File: src/tss_pkg.sv
// shared types, constants and helpers for the triangle scanline span block
package tss_pkg;

    localparam int COORD_INT_BITS_DEF  = 12;
    localparam int COORD_FRAC_BITS_DEF = 4;

    localparam int ROW_W      = 12;
    localparam int OUT_W      = 12;
    localparam int OUT_MAX    = (1 << (OUT_W - 1)) - 1;
    localparam int OUT_MIN    = -(1 << (OUT_W - 1));
    localparam int OUT_TD_W   = ((3 * OUT_W + 7) / 8) * 8;
    localparam int OUT_TU_W   = 1;
    localparam int SAT_IN_W   = 32;

    typedef struct packed {
        logic signed [ROW_W-1:0] row;
        logic                    in_tri;
    } t_row_info;

    function automatic logic signed [OUT_W-1:0] sat_out(input logic signed [SAT_IN_W-1:0] v);
        logic signed [SAT_IN_W-1:0] hi;
        logic signed [SAT_IN_W-1:0] lo;
        hi = SAT_IN_W'(OUT_MAX);
        lo = SAT_IN_W'(OUT_MIN);
        if (v > hi) begin
            return hi[OUT_W-1:0];
        end else if (v < lo) begin
            return lo[OUT_W-1:0];
        end
        return v[OUT_W-1:0];
    endfunction

endpackage

File: src/tss_round.sv
// edge x floor and ceiling, pixel rounding, saturation and span ordering
module tss_round import tss_pkg::*; #(
    parameter int CW   = 16,
    parameter int FRAC = 4
) (
    input  logic                    i_clk,
    input  logic                    i_rst_n,
    input  logic                    i_en,
    input  logic                    i_vld,
    input  t_row_info               i_info,
    input  logic signed [CW-1:0]    i_ax [2],
    input  logic                    i_neg [2],
    input  logic [CW-1:0]           i_q [2],
    input  logic                    i_rnz [2],
    output logic                    o_vld,
    output logic                    o_inside,
    output logic signed [ROW_W-1:0] o_row,
    output logic signed [OUT_W-1:0] o_start,
    output logic signed [OUT_W-1:0] o_end
);

    localparam logic signed [CW+2:0] CEIL_ADD = (CW+3)'((1 << FRAC) - 1);

    logic                    r_a_vld;
    t_row_info               r_a_info;
    logic signed [CW+1:0]    r_a_fl [2];
    logic signed [CW+1:0]    r_a_ce [2];
    logic signed [CW+1:0]    n_fl   [2];
    logic signed [CW+1:0]    n_ce   [2];

    logic                    r_out_vld;
    logic                    r_out_inside;
    logic signed [ROW_W-1:0] r_out_row;
    logic signed [OUT_W-1:0] r_out_start;
    logic signed [OUT_W-1:0] r_out_end;
    logic signed [OUT_W-1:0] n_start;
    logic signed [OUT_W-1:0] n_end;

    // exact floor and ceiling of the edge x in coordinate units
    always_comb begin
        logic signed [CW+1:0] q;
        logic signed [CW+1:0] a;
        logic signed [CW+1:0] rz;
        for (int l = 0; l < 2; l++) begin
            q  = $signed({2'b00, i_q[l]});
            a  = (CW+2)'(i_ax[l]);
            rz = $signed({{(CW+1){1'b0}}, i_rnz[l]});
            n_fl[l] = i_neg[l] ? a - q - rz : a + q;
            n_ce[l] = i_neg[l] ? a - q : a + q + rz;
        end
    end

    always_comb begin
        logic signed [CW+2:0]    fl;
        logic signed [CW+2:0]    ce;
        logic signed [OUT_W-1:0] fs [2];
        logic signed [OUT_W-1:0] cs [2];
        for (int l = 0; l < 2; l++) begin
            fl    = (CW+3)'(r_a_fl[l]) >>> FRAC;
            ce    = ((CW+3)'(r_a_ce[l]) + CEIL_ADD) >>> FRAC;
            fs[l] = sat_out(SAT_IN_W'(fl));
            cs[l] = sat_out(SAT_IN_W'(ce));
        end
        if (r_a_info.in_tri) begin
            n_start = (cs[0] < cs[1]) ? cs[0] : cs[1];
            n_end   = (fs[0] > fs[1]) ? fs[0] : fs[1];
        end else begin
            n_start = '0;
            n_end   = '0;
        end
    end

    always_ff @(posedge i_clk) begin
        if (!i_rst_n) begin
            r_a_vld   <= 1'b0;
            r_out_vld <= 1'b0;
        end else if (i_en) begin
            r_a_vld   <= i_vld;
            r_out_vld <= r_a_vld;
        end
    end

    always_ff @(posedge i_clk) begin
        if (i_en) begin
            r_a_info     <= i_info;
            r_a_fl       <= n_fl;
            r_a_ce       <= n_ce;
            r_out_inside <= r_a_info.in_tri;
            r_out_row    <= r_a_info.row;
            r_out_start  <= n_start;
            r_out_end    <= n_end;
        end
    end

    assign o_vld    = r_out_vld;
    assign o_inside = r_out_inside;
    assign o_row    = r_out_row;
    assign o_start  = r_out_start;
    assign o_end    = r_out_end;

endmodule

File: config.mk
export PLATFORM = sky130hd
export DESIGN_NAME = tss_round
export DESIGN_NICKNAME = d
export VERILOG_FILES = /design/src/tss_pkg.sv /design/src/tss_round.sv
export SDC_FILE = /design/constraint.sdc
export NUM_CORES = 1
export LEC_CHECK = 0
export BUFFER_PORTS_ARGS = -buffer_cell sky130_fd_sc_hd__buf_2
export CAP_MARGIN = 20
export CORE_UTILIZATION = 38
export CTS_BUF_LIST = sky130_fd_sc_hd__clkbuf_4
export DETAILED_ROUTE_END_ITERATION = 10
export GPL_ROUTABILITY_DRIVEN = 0
export GPL_TIMING_DRIVEN = 0
export PLACE_DENSITY = 0.61
export SLEW_MARGIN = 5
export SYNTH_ARGS = -nofsm -noshare
export SYNTH_HDL_FRONTEND = slang
export SYNTH_SLANG_ARGS = --single-unit
File: constraint.sdc
create_clock -name i_clk -period 4.2 [get_ports i_clk]
set_clock_uncertainty 0.05 [all_clocks]
set_input_delay 0.42 -clock i_clk [delete_from_list [all_inputs] [get_ports i_clk]]
set_output_delay 0.42 -clock i_clk [all_outputs]
set_load 0.03 [all_outputs]
; Word-level counts from Yosys, hierarchy flattened
; Cells that the tools add are included.
; Widths: inputs -> output; s select.
[totals]
out_inout_bits = 38
register_bits = 124
word_cells = 58
[classes]
mux = 26
add_sub_neg = 10
n_lt_le_gt_ge = 10
[ops]
columns = cell, n
row1 = $mux 12, 14
row2 = $mux 18, 4
row3 = $add 18x5->19 const B, 2
row4 = $add 16x17->18, 2
row5 = $add 18x2->18, 2
row6 = $sub 16x17->18, 2
row7 = $sub 18x2->18, 2
row8 = $gt 15x12->1 const B, 2
row9 = $lt 15x12->1 const B, 2
row10 = $gt 14x12->1 const B, 2
row11 = $lt 14x12->1 const B, 2
row12 = $gt 12x12->1, 1
row13 = $lt 12x12->1, 1
row14 = $mux 1, 8

; Longest topological paths before layout
; Gate-level depths: netlist of the first run.
[depth]
ltp_word = 7
ltp_mapped = 18
depth_no_buf = 17

; Worst setup path after synthesis of the first run
; OpenSTA, ideal clock, no wires.
[synth_timing]
path_kind = register -> register
start = register r_a_ce[2] in the netlist's numbering
end = register r_out_start[0] (netlist: o_start[0]), data pin
path_buffers = 1
path_stages_with_launch = 16
arrival_time_ns = 3.871
setup_slack_ns = 0.013
setup_ns = 0.266
cell_sequence = edfxtp_1 -> o41a_1 -> nand4_1 -> nor3_1 -> and4_1 -> a21o_1 -> a21boi_1 -> o21a_1 -> ha_1 -> or4b_2 -> o21ai_0 -> a21oi_1 -> a21oi_1 -> clkbuf_1 -> a2bb2oi_1 -> nor2_1
[synth_between]
elab_chain_len = 7
[synth_rtl]
columns = item, line
row1 = "start, declared", tss_round.sv:27  ; logic signed [CW+1:0] r_a_ce [2];
row2 = "start signal, assigned", tss_round.sv:87  ; r_a_ce <= n_ce;
row3 = $add 18x5->19 (*), tss_round.sv:60  ; ce = ((CW+3)'(r_a_ce[l]) + CEIL_ADD) >>> FRAC;
row4 = $lt 15x12->1, tss_pkg.sv:27  ; end else if (v < lo) begin
row5 = $mux 1, tss_pkg.sv:27
row6 = $mux 1, tss_pkg.sv:25  ; if (v > hi) begin
row7 = $mux 12 (*), tss_pkg.sv:30  ; return v[OUT_W-1:0];
row8 = $lt 12x12->1, tss_round.sv:65  ; n_start = (cs[0] < cs[1]) ? cs[0] : cs[1];
row9 = $mux 12 (*), tss_round.sv:65
row10 = "end signal, assigned", tss_round.sv:90  ; r_out_start <= n_start;
row11 = "end, declared", tss_round.sv:34  ; logic signed [OUT_W-1:0] r_out_start;
; Mark *: on every way between the ends. The rest lies on a longest branch, timed or not.
; A chain may end at the register's enable or synchronous reset.

; Worst setup path in the final report of the first run
[layout_timing]
start = register r_a_ce[0] in the netlist's numbering
end = register r_out_start[0] (netlist: o_start[0]), data pin
; Same word-level chain as after synthesis.

==> impl_summary.md, run 1 <==
Global route
The number of antenna violations at the first check in global routing is 0. The number of global-route vias before repair is 9139. The wire length of the first global-routing pass is 44890 um. The pin count of the biggest net entering global routing is 68. Summed over all layers, the global routing overflow is 0. The global routing usage summed across all routing layers is 0.1882.

Layout
The count of inserted antenna diode cells is 0. Of the cells placed in the final design, the portion with a size suffix greater than 1 is 0.1606. The final cell count without fillers is 1835. The layout-stage area growth over the synthesis result is 15.45%. The number of nets in the layout is 1629.

Power
The relative contribution of sequential cells to total power is 0.356. Of the total power, the share spent switching nets is 0.3804. The share of total power in combinational logic is 0.449. The total net switching power is 1.696 mW.

The internal portion of the total power is 2.762 mW. For this design the static power due to leakage is 5.263 nW. The clock group share of total power is 0.195. The total power density per cell area is 350.3 nW/um2. VDD sags by at most 165.5 uV.

Critical path
For the worst setup path, the data arrival time is 4.15 ns. STA classifies the critical path endpoint as a register. The type of the worst setup path is reg -> reg. In this run the worst path has a maximum fanout of 6. The type of origin of the critical path is a register. For the worst setup path, the data required time is 4.38 ns.

Logic synthesis
Of all flip-flops after synthesis, the portion carrying an async set or reset was 0. The share of synthesized area occupied by flip-flops and latches is 0.3142. The number of enable-type register cells in the synthesized netlist is 114. The total of flip-flops plus latches after synthesis is 116. The number of different library cells used by synthesis comes to 86. The cell taking the most area after synthesis is sky130_fd_sc_hd__edfxtp_1.

The count of synthesis-stage warnings from yosys is 0. After synthesis, the mean cell area works out to 8.598 um2. In this run the cell area of the synthesized design comes to 11020 um2. In the post-synthesis netlist, the biggest area contributors are sky130_fd_sc_hd__edfxtp_1, sky130_fd_sc_hd__ha_1, sky130_fd_sc_hd__a21oi_1, sky130_fd_sc_hd__xnor2_1, sky130_fd_sc_hd__nor2_1. Counting every instance in the synthesized netlist gives 1282. When the netlist entered floorplanning its net count stood at 1466. The top-area cell type share of the netlist area is 0.3106. The main flop type after synthesis is sky130_fd_sc_hd__edfxtp_1.

STA
The post-route minimum period is 3.972 ns. Dividing the final minimum period by the clock period gives 0.9457. In this run the tightest slew margin relative to its limit is 0.4854. The pin slew with the least headroom to its limit is 0.7622 ns. The number of failing hold endpoints at the final stage came to 0. Static timing analysis puts the maximum clock frequency at 251.8 MHz.

Setup repair after global routing left no endpoint under its margin. Setup violations remaining at the end of the flow were counted as 0. The max-slew violation count is 0. The post-route worst setup slack is 0.2280 ns.

CTS
The clock tree root driver cell is sky130_fd_sc_hd__clkbuf_4. Clock-pin slew was measured on the worst setup and hold paths at 0.09 ns. The deepest clock path buffer count is 2. The worst-skew pair later-pin latency is 0.51 ns.

The TritonCTS sink count is 116. The count of H-tree levels built during CTS is 4. The number of buffers created by CTS is 17. The CTS tree is done.

Flow run
The number of max-cap violations is 0.

Die
The die extent in x is 172.3 um. The floorplan step set the die height to 172.3 um. 123 I/O pins were placed. For this configuration, the core starts out at a cell density of 0.3914. The total die area is 29690 um2.

The number of core rows is 61. The core region is 28160 um2.

Routing
For this run, design rule violations remaining after detail routing come to 0. The routed design has 27570 um of wire. In the final routed layout, each cell accounts on average for 15.02 um. The iteration count of the initial detailed-routing pass is 5. Dividing the detail-routed via count by the number of cells gives 5.389. The number of nets with antenna violations after detailed routing is 0. The via count is 9889. The detailed router finished its first iteration with 645 violations.

Status
The flow ran to the end, and the final reports show no timing, DRC or antenna violations.

Placed design
OpenSTA, run right after detailed placement, puts the worst setup slack at -0.6321 ns. During placement, the flow inserted port buffers numbering 122. Detailed placement finished with a half-perimeter wire length of 21700 um. Counting tap cells, the placed design contains a total of 1783 instances.

Worst hold path
In this run the worst hold path is classified as in -> reg.
==> path summary, 6_finish.rpt <==
check,end,cells after the start,startpoint,slack [ns]
worst max-delay path,o_start[0]$_SDFFCE_PN0P_,15,r_a_ce[0]$_DFFE_PP_,0.23
worst min register to register,o_row[9]$_DFFE_PP_,0,r_a_info[10]$_DFFE_PP_,0.37
worst max register to register,o_start[0]$_SDFFCE_PN0P_,15,r_a_ce[0]$_DFFE_PP_,0.23
worst min-delay path,o_vld$_SDFFE_PN0P_,2,i_rst_n,0.08
==> cells in the mapped netlist (16+ instances only) <==
| master | n |
|---|---|
| sky130_fd_sc_hd__o21ai_0 | 49 |
| sky130_fd_sc_hd__mux2i_1 | 18 |
| sky130_fd_sc_hd__nor3_1 | 39 |
| sky130_fd_sc_hd__a31oi_1 | 18 |
| sky130_fd_sc_hd__edfxtp_1 | 114 |
| sky130_fd_sc_hd__clkbuf_1 | 32 |
| sky130_fd_sc_hd__nand2_1 | 110 |
| sky130_fd_sc_hd__o21a_1 | 25 |
| sky130_fd_sc_hd__ha_1 | 95 |
| sky130_fd_sc_hd__or3_1 | 16 |
| sky130_fd_sc_hd__nor2_1 | 134 |
| sky130_fd_sc_hd__xor2_1 | 24 |
| sky130_fd_sc_hd__nor2b_1 | 22 |
| sky130_fd_sc_hd__a21o_1 | 35 |
| sky130_fd_sc_hd__xnor2_1 | 59 |
| sky130_fd_sc_hd__a21oi_1 | 117 |
| sky130_fd_sc_hd__nand3_1 | 27 |
| sky130_fd_sc_hd__or2_2 | 25 |
| sky130_fd_sc_hd__inv_1 | 73 |
==> per-stage QoR <==
stage | hold slack (ns) | utilization | cell area [um2] | TNS, ns | total power, mW
global route | 0.02236 | 0.4519 | 12730 | 0 | 4.802
floorplan | 0.3503 | - | 11020 | 0 | 3.004
CTS | 0.01943 | 0.4490 | 12650 | 0 | 4.449
finish | 0.08121 | 0.4519 | 12730 | 0 | 4.458
detailed placement | 0.3555 | 0.4311 | 12140 | -6.935 | 3.522
global placement | 0.3509 | 0.4299 | 12110 | -6.095 | 3.493
==> cells in the final DEF (no fill, tap or decap), types with 31 or more instances in the layout <==
master	Yosys	routed
sky130_fd_sc_hd__edfxtp_1	114	114
sky130_fd_sc_hd__xnor2_1	59	59
sky130_fd_sc_hd__inv_1	73	73
sky130_fd_sc_hd__a21o_1	35	34
sky130_fd_sc_hd__nor2_1	134	134
sky130_fd_sc_hd__clkbuf_1	32	31
sky130_fd_sc_hd__buf_2	12	133
sky130_fd_sc_hd__a21oi_1	117	115
sky130_fd_sc_hd__nand2_1	110	110
sky130_fd_sc_hd__nor3_1	39	37
sky130_fd_sc_hd__ha_1	95	95
sky130_fd_sc_hd__o21ai_0	49	46
==> state kept, by name (all words and copies together) (netlist names) <==
| name | cells |
|---|---|
| r_a_vld | 1 |
| o_end | 12 |
| o_start | 12 |
| r_a_info | 13 |
| o_row | 12 |
| o_inside | 1 |
| r_a_ce | 36 |
| r_a_fl | 28 |
| o_vld | 1 |
==> per-layer routing <==
layer,part of all wire,track usage,vias to the layer above
met5,0,0,-
met4,0.0041,0.02809,0
met3,0.037,0.02724,7
met2,0.47,0.3198,192
met1,0.49,0.2566,4659
li1,-,-,5031
==> power by group through the flow <==
stage / registers, mW / clock network [mW] / logic (mW)
finish: 1.59 / 0.871 / 2.00
global route: 1.61 / 0.964 / 2.23
CTS: 1.58 / 0.909 / 1.96
detailed placement: 1.61 / 0 / 1.91
global placement: 1.61 / 0 / 1.89
floorplan: 1.69 / 0 / 1.32
==> logic make-up (layout without fill, tap and decap cells) <==
family,Yosys count,after routing,share of synthesized area
AND/OR/NAND/NOR,488,488,0.2276
AO/OA/AOI/OAI,351,351,0.2138
buffers and inverters,125,300,0.04495
flip-flops,116,116,0.3142
adder cells (fa/ha/maj),99,99,0.1151
XOR/XNOR,83,83,0.06595
multiplexers,20,20,0.01839
==> final cells by class <==
class,count,area [um2]
fill,2834,15440
multi-input combinational,1041,7143
sequential,116,3463
timing repair buffer,144,832.0
tap,378,473.0
inverter,74,277.8
buffer,51,231.5
clock inverter,12,162.7
clock buffer,19,142.6
==> critical path, cell delays in order (launching register included) <==
cell and delay (ns):
sky130_fd_sc_hd__edfxtp_1 0.39, sky130_fd_sc_hd__o41a_1 0.47, sky130_fd_sc_hd__nand4_1 0.18, sky130_fd_sc_hd__nor3_4 0.08, sky130_fd_sc_hd__and4_4 0.21, sky130_fd_sc_hd__a21o_4 0.22, sky130_fd_sc_hd__a21boi_4 0.20, sky130_fd_sc_hd__o21a_1 0.17
sky130_fd_sc_hd__ha_1 0.25, sky130_fd_sc_hd__or4b_2 0.68, sky130_fd_sc_hd__o21ai_2 0.09, sky130_fd_sc_hd__a21oi_2 0.06, sky130_fd_sc_hd__a21oi_4 0.22, sky130_fd_sc_hd__buf_6 0.15, sky130_fd_sc_hd__a2bb2oi_1 0.16, sky130_fd_sc_hd__nor2_1 0.09
==> repair_timing <==
item	CTS	global route
setup buffers	4	3
pin swaps	3	8
setup endpoints to repair	12	12
hold buffers	13	0
endpoints found under the hold margin	13	0
gates resized for setup	9	15
cloned	0	1
Note: power is estimated with default switching activity, not from simulation.
==> inputs of run 2 (changes only) <==
--- a/config.mk
+++ b/config.mk
@@ -7,12 +7,12 @@
 export LEC_CHECK = 0
 export BUFFER_PORTS_ARGS = -buffer_cell sky130_fd_sc_hd__buf_2
 export CAP_MARGIN = 20
+export CORE_MARGIN = 2
 export CORE_UTILIZATION = 38
 export CTS_BUF_LIST = sky130_fd_sc_hd__clkbuf_4
 export DETAILED_ROUTE_END_ITERATION = 10
 export GPL_ROUTABILITY_DRIVEN = 0
 export GPL_TIMING_DRIVEN = 0
-export PLACE_DENSITY = 0.61
 export SLEW_MARGIN = 5
 export SYNTH_ARGS = -nofsm -noshare
 export SYNTH_HDL_FRONTEND = slang
==> run 2 against run 1 <==
Against the previous run: hold slack about the same; worst setup slack got worse by 0.13 ns; register-to-register slack got worse by 0.13 ns; non-clock buffer count increased by 1; combinational power about the same; fmax decreased by 3.1%; global-route usage decreased by 0.76 points; clock power increased by 17%; final cell count increased by 0.44%; via count decreased by 0.22%; sequential share of layout area decreased by 0.15 points; wire length increased by 1.3%; largest power group unchanged; highest routed layer unchanged.
==> impl_summary.md, run 2 (same netlist as run 1, synthesis figures left out) <==
Layout
The layout has 2843 filler cells. The layout-stage area growth over the synthesis result is 16.10%. The utilization after layout is 0.4471. Of the cells placed in the final design, the portion with a size suffix greater than 1 is 0.1619. The most frequent standard cell in the layout excluding fill and tap cells is sky130_fd_sc_hd__nor2_1.

The largest registers in the layout are r_a_ce (36), r_a_fl (28), r_a_info (13). After the last flow step, the layout net total stands at 1630. The register with the most flip-flops in the layout has 36 of them. The library cells used most frequently in the layout, excluding fill and tap cells, are sky130_fd_sc_hd__nor2_1, sky130_fd_sc_hd__buf_2, sky130_fd_sc_hd__a21oi_1, sky130_fd_sc_hd__edfxtp_1, sky130_fd_sc_hd__nand2_1. The register with the highest flop count is r_a_ce.

Power
The maximum vdd drop is 188.1 uV. In this run the static leakage power is 5.288 nW. Power spread over the standard cell area amounts to 361.4 nW/um2.

Critical path
The highest net fanout along the worst path is 10. The endpoint identified for the worst register-to-register timing path is o_start[10]$_SDFFCE_PN0P_. The worst setup path is launched from a register. The flop-to-flop setup slack is 0.10 ns. In this run the critical register-to-register path is launched from r_a_ce[0]$_DFFE_PP_. The worst setup path is of the reg -> reg kind. At the worst endpoint, the required time is 4.42 ns. The data arrival at the endpoint of the critical path is 4.32 ns.

Counting cells, the worst reg-to-reg path comes to 15. The capturing element type of the critical path is a register.

Placed design
Detailed placement finished with a half-perimeter wire length of 21750 um. During placement, the flow inserted port buffers numbering 122. OpenSTA, run right after detailed placement, puts the worst setup slack at -0.5614 ns.

Global route
Summed over all layers, the global routing overflow is 0. The global routing usage summed across all routing layers is 0.1806. Entering global routing, the biggest net connects 60 pins. The number of global-route vias before repair was 8974. The first global-routing pass estimated 44990 um of wire.

The number of antenna violations at the first check in global routing is 1.

Die
The number of core rows is 62. The total die area is 30390 um2. The top-level port count is 123. For this configuration, the core starts out at a cell density of 0.3851. The die extent in x is 174.3 um. The floorplan step set the die height to 174.3 um. The core region is 28630 um2.

Worst hold path
The path class of the tightest hold or removal check is in -> reg. Along the worst hold path, the cell count comes to 2. In this run the most critical hold path is launched from i_rst_n. For hold timing, the worst endpoint is r_a_vld$_SDFFE_PN0P_.

STA
The post-route minimum period is 4.099 ns. The post-route clock period utilization is 0.9760. The number of failing hold endpoints at the final stage is 0. Setup violations remaining at the end of the flow were counted as 0.

The max-slew violation count is 0. Measured against its own limit, the worst slew margin works out to 0.5077. The post-route worst setup slack is 0.1008 ns. Derived from the worst setup path, the maximum achievable clock frequency is 243.9 MHz. For the pin with the worst max-slew slack, the measured transition is 0.7334 ns.

Status
The flow ran to the end, and the final reports show no timing, DRC or antenna violations.

CTS
The clock tree root driver cell is sky130_fd_sc_hd__clkbuf_4. The TritonCTS sink count is 116. The worst-skew pair later-pin latency is 0.52 ns. After clock tree synthesis, the clock-pin slew on the worst setup and hold paths is 0.10 ns. TritonCTS built the clock tree. The deepest clock path buffer count is 2.

Clock tree synthesis inserted a total of 17 buffers. CTS built an H-tree with a depth of 4.

Routing
Dividing the detail-routed wire length by the instance count gives 15.15 um. The overall routed net length is 27920 um. The number of vias per cell is 5.354.

The violation count after the first detailed-route iteration is 645. For this run, the detailed router's first-pass iteration total came to 6. The number of remaining DRC errors is 0. The via count is 9867. In this run the remaining antenna-violating nets after routing total 0.

Flow run
The number of max-cap violations is 0.
## run 2: cell types whose count changed in the layout (fill, tap and decap cells not counted)
cell                        change
sky130_fd_sc_hd__a21oi_1        -1
sky130_fd_sc_hd__a21oi_2        +2
sky130_fd_sc_hd__a21oi_4        -1
sky130_fd_sc_hd__a2bb2oi_1      -1
sky130_fd_sc_hd__a2bb2oi_2      +1
sky130_fd_sc_hd__buf_2          -1
sky130_fd_sc_hd__buf_4          +2
sky130_fd_sc_hd__bufinv_16      +2
sky130_fd_sc_hd__clkbuf_4       +1
sky130_fd_sc_hd__clkinv_2       -3
sky130_fd_sc_hd__diode_2        +1
sky130_fd_sc_hd__o21ai_0        +2
sky130_fd_sc_hd__o21ai_1        -1
sky130_fd_sc_hd__o21ai_2        -1
## run 2: worst max-delay path by stage
stage / startpoint / end / depth (start not counted)
floorplan: r_a_ce[2]$_DFFE_PP_ / o_start[0]$_SDFFCE_PN0P_ / 15
CTS: r_a_ce[2]$_DFFE_PP_ / o_start[0]$_SDFFCE_PN0P_ / 15
finish: r_a_ce[0]$_DFFE_PP_ / o_start[10]$_SDFFCE_PN0P_ / 15
detailed placement: r_a_ce[2]$_DFFE_PP_ / o_start[11]$_SDFFCE_PN0P_ / 15
global placement: r_a_ce[2]$_DFFE_PP_ / o_start[0]$_SDFFCE_PN0P_ / 15
global route: r_a_ce[0]$_DFFE_PP_ / o_start[10]$_SDFFCE_PN0P_ / 15
## run 2: metal layers
layer	routed length, um	part of all wire	GRT usage	vias up
li1	-	-	-	5049
met1	13260	0.48	0.2483	4573
met2	13250	0.47	0.3032	221
met3	1102	0.039	0.02297	24
met4	311	0.011	0.03992	0
met5	0	0	0	-
## run 2: final cells by class
type                    count  area [um2]  share of cell area
clock inverters            11       207.7             0.01623
multi-input cells        1041        7142              0.5581
diodes                      1       2.502           0.0001955
plain buffers              51       231.5             0.01809
flip-flops and latches    116        3463              0.2706
repair buffers            145       842.1             0.06580
clock buffers              20       150.1             0.01173
well taps                 384       480.5             0.03754
inverters                  74       277.8             0.02171
## run 2: what timing repair did
action,in CTS,in global routing
resized for setup,9,13
endpoints found under the setup margin,12,12
hold buffers,13,0
pin swaps,1,7
setup buffers,1,7
endpoints found under the hold margin,13,0
gates cloned,0,1
## run 2: stage by stage
step / area, um2 / total power, mW / hold WS, ns / TNS (ns) / cells
after floorplan: 11020 / 3.004 / 0.3503 / 0 / 1282
after global placement: 12110 / 3.498 / 0.3503 / -5.938 / 1788
after detailed placement: 12150 / 3.524 / 0.3545 / -6.291 / 1789
after CTS: 12680 / 4.593 / 0.01186 / 0 / 1834
after global routing: 12800 / 4.956 / 0.04306 / -0.03636 / 1843
final: 12800 / 4.625 / 0.08132 / 0 / 1843
## run 2: power breakdown
group | switching, mW | internal [mW] | total, mW
Combinational | 1.21 | 0.809 | 2.02
Clock | 0.411 | 0.604 | 1.02
Sequential | 0.0953 | 1.49 | 1.59
## run 2: worst max-delay path, stage by stage (launching register included)
cell and delay (ns):
sky130_fd_sc_hd__edfxtp_1 0.40, sky130_fd_sc_hd__o41a_1 0.50, sky130_fd_sc_hd__nand4_1 0.23, sky130_fd_sc_hd__nor3_4 0.08, sky130_fd_sc_hd__and4_4 0.22, sky130_fd_sc_hd__a21o_4 0.22, sky130_fd_sc_hd__o21bai_4 0.19, sky130_fd_sc_hd__o21a_1 0.20
sky130_fd_sc_hd__ha_1 0.25, sky130_fd_sc_hd__or4b_2 0.66, sky130_fd_sc_hd__o21ai_0 0.09, sky130_fd_sc_hd__a21oi_1 0.08, sky130_fd_sc_hd__a21oi_2 0.27, sky130_fd_sc_hd__buf_6 0.19, sky130_fd_sc_hd__nor2_1 0.05, sky130_fd_sc_hd__o21a_1 0.17
==> inputs of run 3 (changes only) <==
--- a/config.mk
+++ b/config.mk
@@ -8,12 +8,11 @@
 export BUFFER_PORTS_ARGS = -buffer_cell sky130_fd_sc_hd__buf_2
 export CAP_MARGIN = 20
 export CORE_MARGIN = 2
-export CORE_UTILIZATION = 38
+export CORE_UTILIZATION = 42
 export CTS_BUF_LIST = sky130_fd_sc_hd__clkbuf_4
 export DETAILED_ROUTE_END_ITERATION = 10
 export GPL_ROUTABILITY_DRIVEN = 0
 export GPL_TIMING_DRIVEN = 0
-export SLEW_MARGIN = 5
 export SYNTH_ARGS = -nofsm -noshare
 export SYNTH_HDL_FRONTEND = slang
 export SYNTH_SLANG_ARGS = --single-unit
==> run 3 against run 2 <==
Against the previous run: global-route usage increased by 1.6 points; critical path depth unchanged; total power down 4.3%; via count up 1.5%; hold slack worse by 0.0067 ns; worst setup slack worse by 0.015 ns; largest power group unchanged; largest cell class unchanged; clock power fell by 19%; non-clock buffer count increased by 1; fmax is 0.37% lower; final cell count shrank 2.6%.
==> impl_summary.md, run 3 (same netlist as run 1, synthesis figures left out) <==
Routing
The routed length on met1 is 14010 um. The via count is 10020. The met2 wire length is 12030 um. In the final routed layout, each cell accounts on average for 15.57 um.

The final layout contains routed wiring with a total length of 27960 um. The pre-antenna-repair detailed-routing pass consisted of 5 iterations. The wire length on met3 is 1586 um.

For this block, the initial DRC count from the detailed router was 603. The highest routing layer actually used is met4. The number of nets with antenna violations after detailed routing is 0. In the routed design, unresolved DRC markers number 0. After detailed routing, the number of vias per cell comes to 5.577.

Die
The standard cell core area is 25910 um2. The top-level port count is 123. The die extent in x is 166.0 um.

The chip height is 166.0 um. The floorplan has 59 rows. The total die area is 27560 um2. The starting density of the core is 0.4254.

Layout
In the final layout, the registers with the most flip-flops are r_a_ce (36), r_a_fl (28), r_a_info (13). The top cell types in the final layout, fill and taps aside, are sky130_fd_sc_hd__nor2_1, sky130_fd_sc_hd__buf_2, sky130_fd_sc_hd__a21oi_1, sky130_fd_sc_hd__edfxtp_1, sky130_fd_sc_hd__nand2_1. The number of nets in the layout is 1631. The register with the highest flop count is r_a_ce. After routing the design area is 12640 um2. Of the cells placed in the final design, the portion with a size suffix greater than 1 is 0.1596. The library cell used most frequently in the layout, excluding fill and tap cells, is sky130_fd_sc_hd__nor2_1. The layout-stage area growth over the synthesis result is 14.70%. Leaving out filler cells and counting taps, the final layout contains 1796. The number of filler cells placed in the layout is 2528. The number of flip-flops under the largest register name is 36.

STA
The max-slew violation count is 0. On the final layout, the worst hold slack is 0.07465 ns. Static timing analysis puts the maximum clock frequency at 243.1 MHz. Setup violations remaining at the end of the flow were counted as 0. Of the available clock period, the critical path in the final layout requires 0.9796.

The max-slew headroom at the worst pin is 0.5039. The pin slew with the least headroom to its limit is 0.7349 ns. In the final timing run, aggregate negative setup slack is 0 ns. The number of failing hold endpoints at the final stage is 0. The post-route minimum period is 4.114 ns.

Global route
The number of global-route vias before repair was 8936. Entering global routing, the biggest net connects 69 pins. The remaining global-route overflow is 0.

The global routing usage summed across all routing layers is 0.1970. The number of antenna violations at the first check in global routing is 1. The first global-routing pass estimated 45150 um of wire.

Critical path
Of all nets on the critical path, the largest fanout is 10. The data arrival at the endpoint of the critical path is 4.34 ns. Traced cell by cell, the critical path runs through o41a_1 -> nand4_1 -> nor3_4 -> and4_4 -> a21o_1 -> o21bai_4 -> o21a_1 -> ha_1 -> or4b_2 -> o21ai_0 -> a21oi_1 -> a21oi_2 -> buf_6 -> nor2_1 -> o21a_1. STA classifies the critical path endpoint as a register. On the worst path, the slowest cell contributes a delay of 0.67 ns.

The worst setup path is launched from a register. The number of buffers and inverters on the critical path is 1. Among the stages of the critical path, the cell type that occurs most often is sky130_fd_sc_hd__o21a_1. By startpoint and endpoint, the worst setup path is classified as reg -> reg. Among all stages on the critical path, the largest delay is contributed by sky130_fd_sc_hd__or4b_2. Among cell families on the critical path, the largest total delay comes from compound AO/OA/AOI/OAI gates. The required time of the critical path is 4.43 ns.

Placed design
Including well taps, the total number of placed cells is 1740. The detailed placer's ending HPWL is 21840 um. The number of buffer cells added on primary ports is 122. The placed instances occupy a cell area of 12080 um2.

Worst hold path
The path class of the lowest-slack min-delay path is in -> reg.

CTS
Clock tree synthesis selected as its root buffer the cell sky130_fd_sc_hd__clkbuf_4. The TritonCTS sink count is 116. The number of buffers created by CTS is 17. The CTS tree is done. Counting along the longest clock path gives a buffer depth of 2. The count of H-tree levels built during CTS is 4. The clock-pin slew on the worst setup and hold paths is 0.10 ns.

At the later pin of the worst-skew pair, clock insertion delay measures 0.52 ns.

Power
The clock group share of total power is 0.187. The share of total power dissipated in combinational logic is 0.454. The share of total power dissipated in sequential elements is 0.358. Summed over all cells, the static leakage comes to 5.249 nW.

Power comes to 4.425 mW. Dividing total power by cell area gives a power density of 350.0 nW/um2. Internal power comes to 2.693 mW. The switching portion of total power is 0.3914. The total net switching power is 1.732 mW. VDD sags by at most 265.8 uV.

Flow run
The number of max-cap violations is 0.

Status
The run finished with clean final reports.
[run 3: cell count changes in the layout (fill, tap and decap cells not counted), moves of 2 or more]
cell | before | now
sky130_fd_sc_hd__clkinv_1 | 4 | 6
sky130_fd_sc_hd__clkinvlp_4 | 1 | 3
sky130_fd_sc_hd__a21oi_1 | 114 | 116
sky130_fd_sc_hd__inv_6 | 0 | 2
sky130_fd_sc_hd__a21oi_2 | 4 | 2
sky130_fd_sc_hd__clkbuf_4 | 20 | 17
sky130_fd_sc_hd__bufinv_16 | 6 | 3
[run 3: power by group through the flow]
stage | clock (mW) | combinational [mW] | sequential, mW
floorplan | 0 | 1.32 | 1.69
finish | 0.830 | 2.01 | 1.59
global route | 0.911 | 2.23 | 1.60
CTS | 0.866 | 1.95 | 1.58
detailed placement | 0 | 1.92 | 1.61
global placement | 0 | 1.89 | 1.61
[run 3: layer usage]
layer / up-vias / track usage
met2: 261 / 0.3011
met1: 4687 / 0.2885
li1: 5047 / -
met3: 21 / 0.03575
met4: 0 / 0.04877
met5: - / 0
[run 3: cell type report]
cell class	instances	area (um2)	area share
diodes	1	2.502	0.0001979
plain buffers	51	231.5	0.01831
clock buffers	17	127.6	0.01009
clock inverters	15	162.7	0.01286
inverters	74	277.8	0.02197
multi-input cells	1041	7116	0.5628
flip-flops and latches	116	3463	0.2739
well taps	335	419.2	0.03315
repair buffers	146	843.3	0.06670
[run 3: per-stage QoR]
stage / setup slack [ns] / utilization
6_report: 0.08567 / 0.4880
4_1_cts: 0.05668 / 0.4847
5_1_grt: -0.008214 / 0.4880
3_5_place_dp: -0.5771 / 0.4663
3_3_place_gp: -0.5364 / 0.4652
2_1_floorplan: 0.01330 / -
[run 3: final timing paths]
kind | from | to | slack [ns] | cells past startpoint
min reg2reg | r_a_info[12]$_DFFE_PP_ | o_row[11]$_DFFE_PP_ | 0.38 | 0
max reg2reg | r_a_ce[0]$_DFFE_PP_ | o_start[8]$_SDFFCE_PN0P_ | 0.09 | 15
max | r_a_ce[0]$_DFFE_PP_ | o_start[8]$_SDFFCE_PN0P_ | 0.09 | 15
min | i_rst_n | r_a_vld$_SDFFE_PN0P_ | 0.07 | 2
[run 3: timing repair]
action                                 CTS  global route
resized for setup                        7            11
setup endpoints to repair               12            12
cloned                                   0             1
pin swaps                                2             5
hold buffers                            13             0
setup buffers                            3             6
endpoints found under the hold margin   13             0
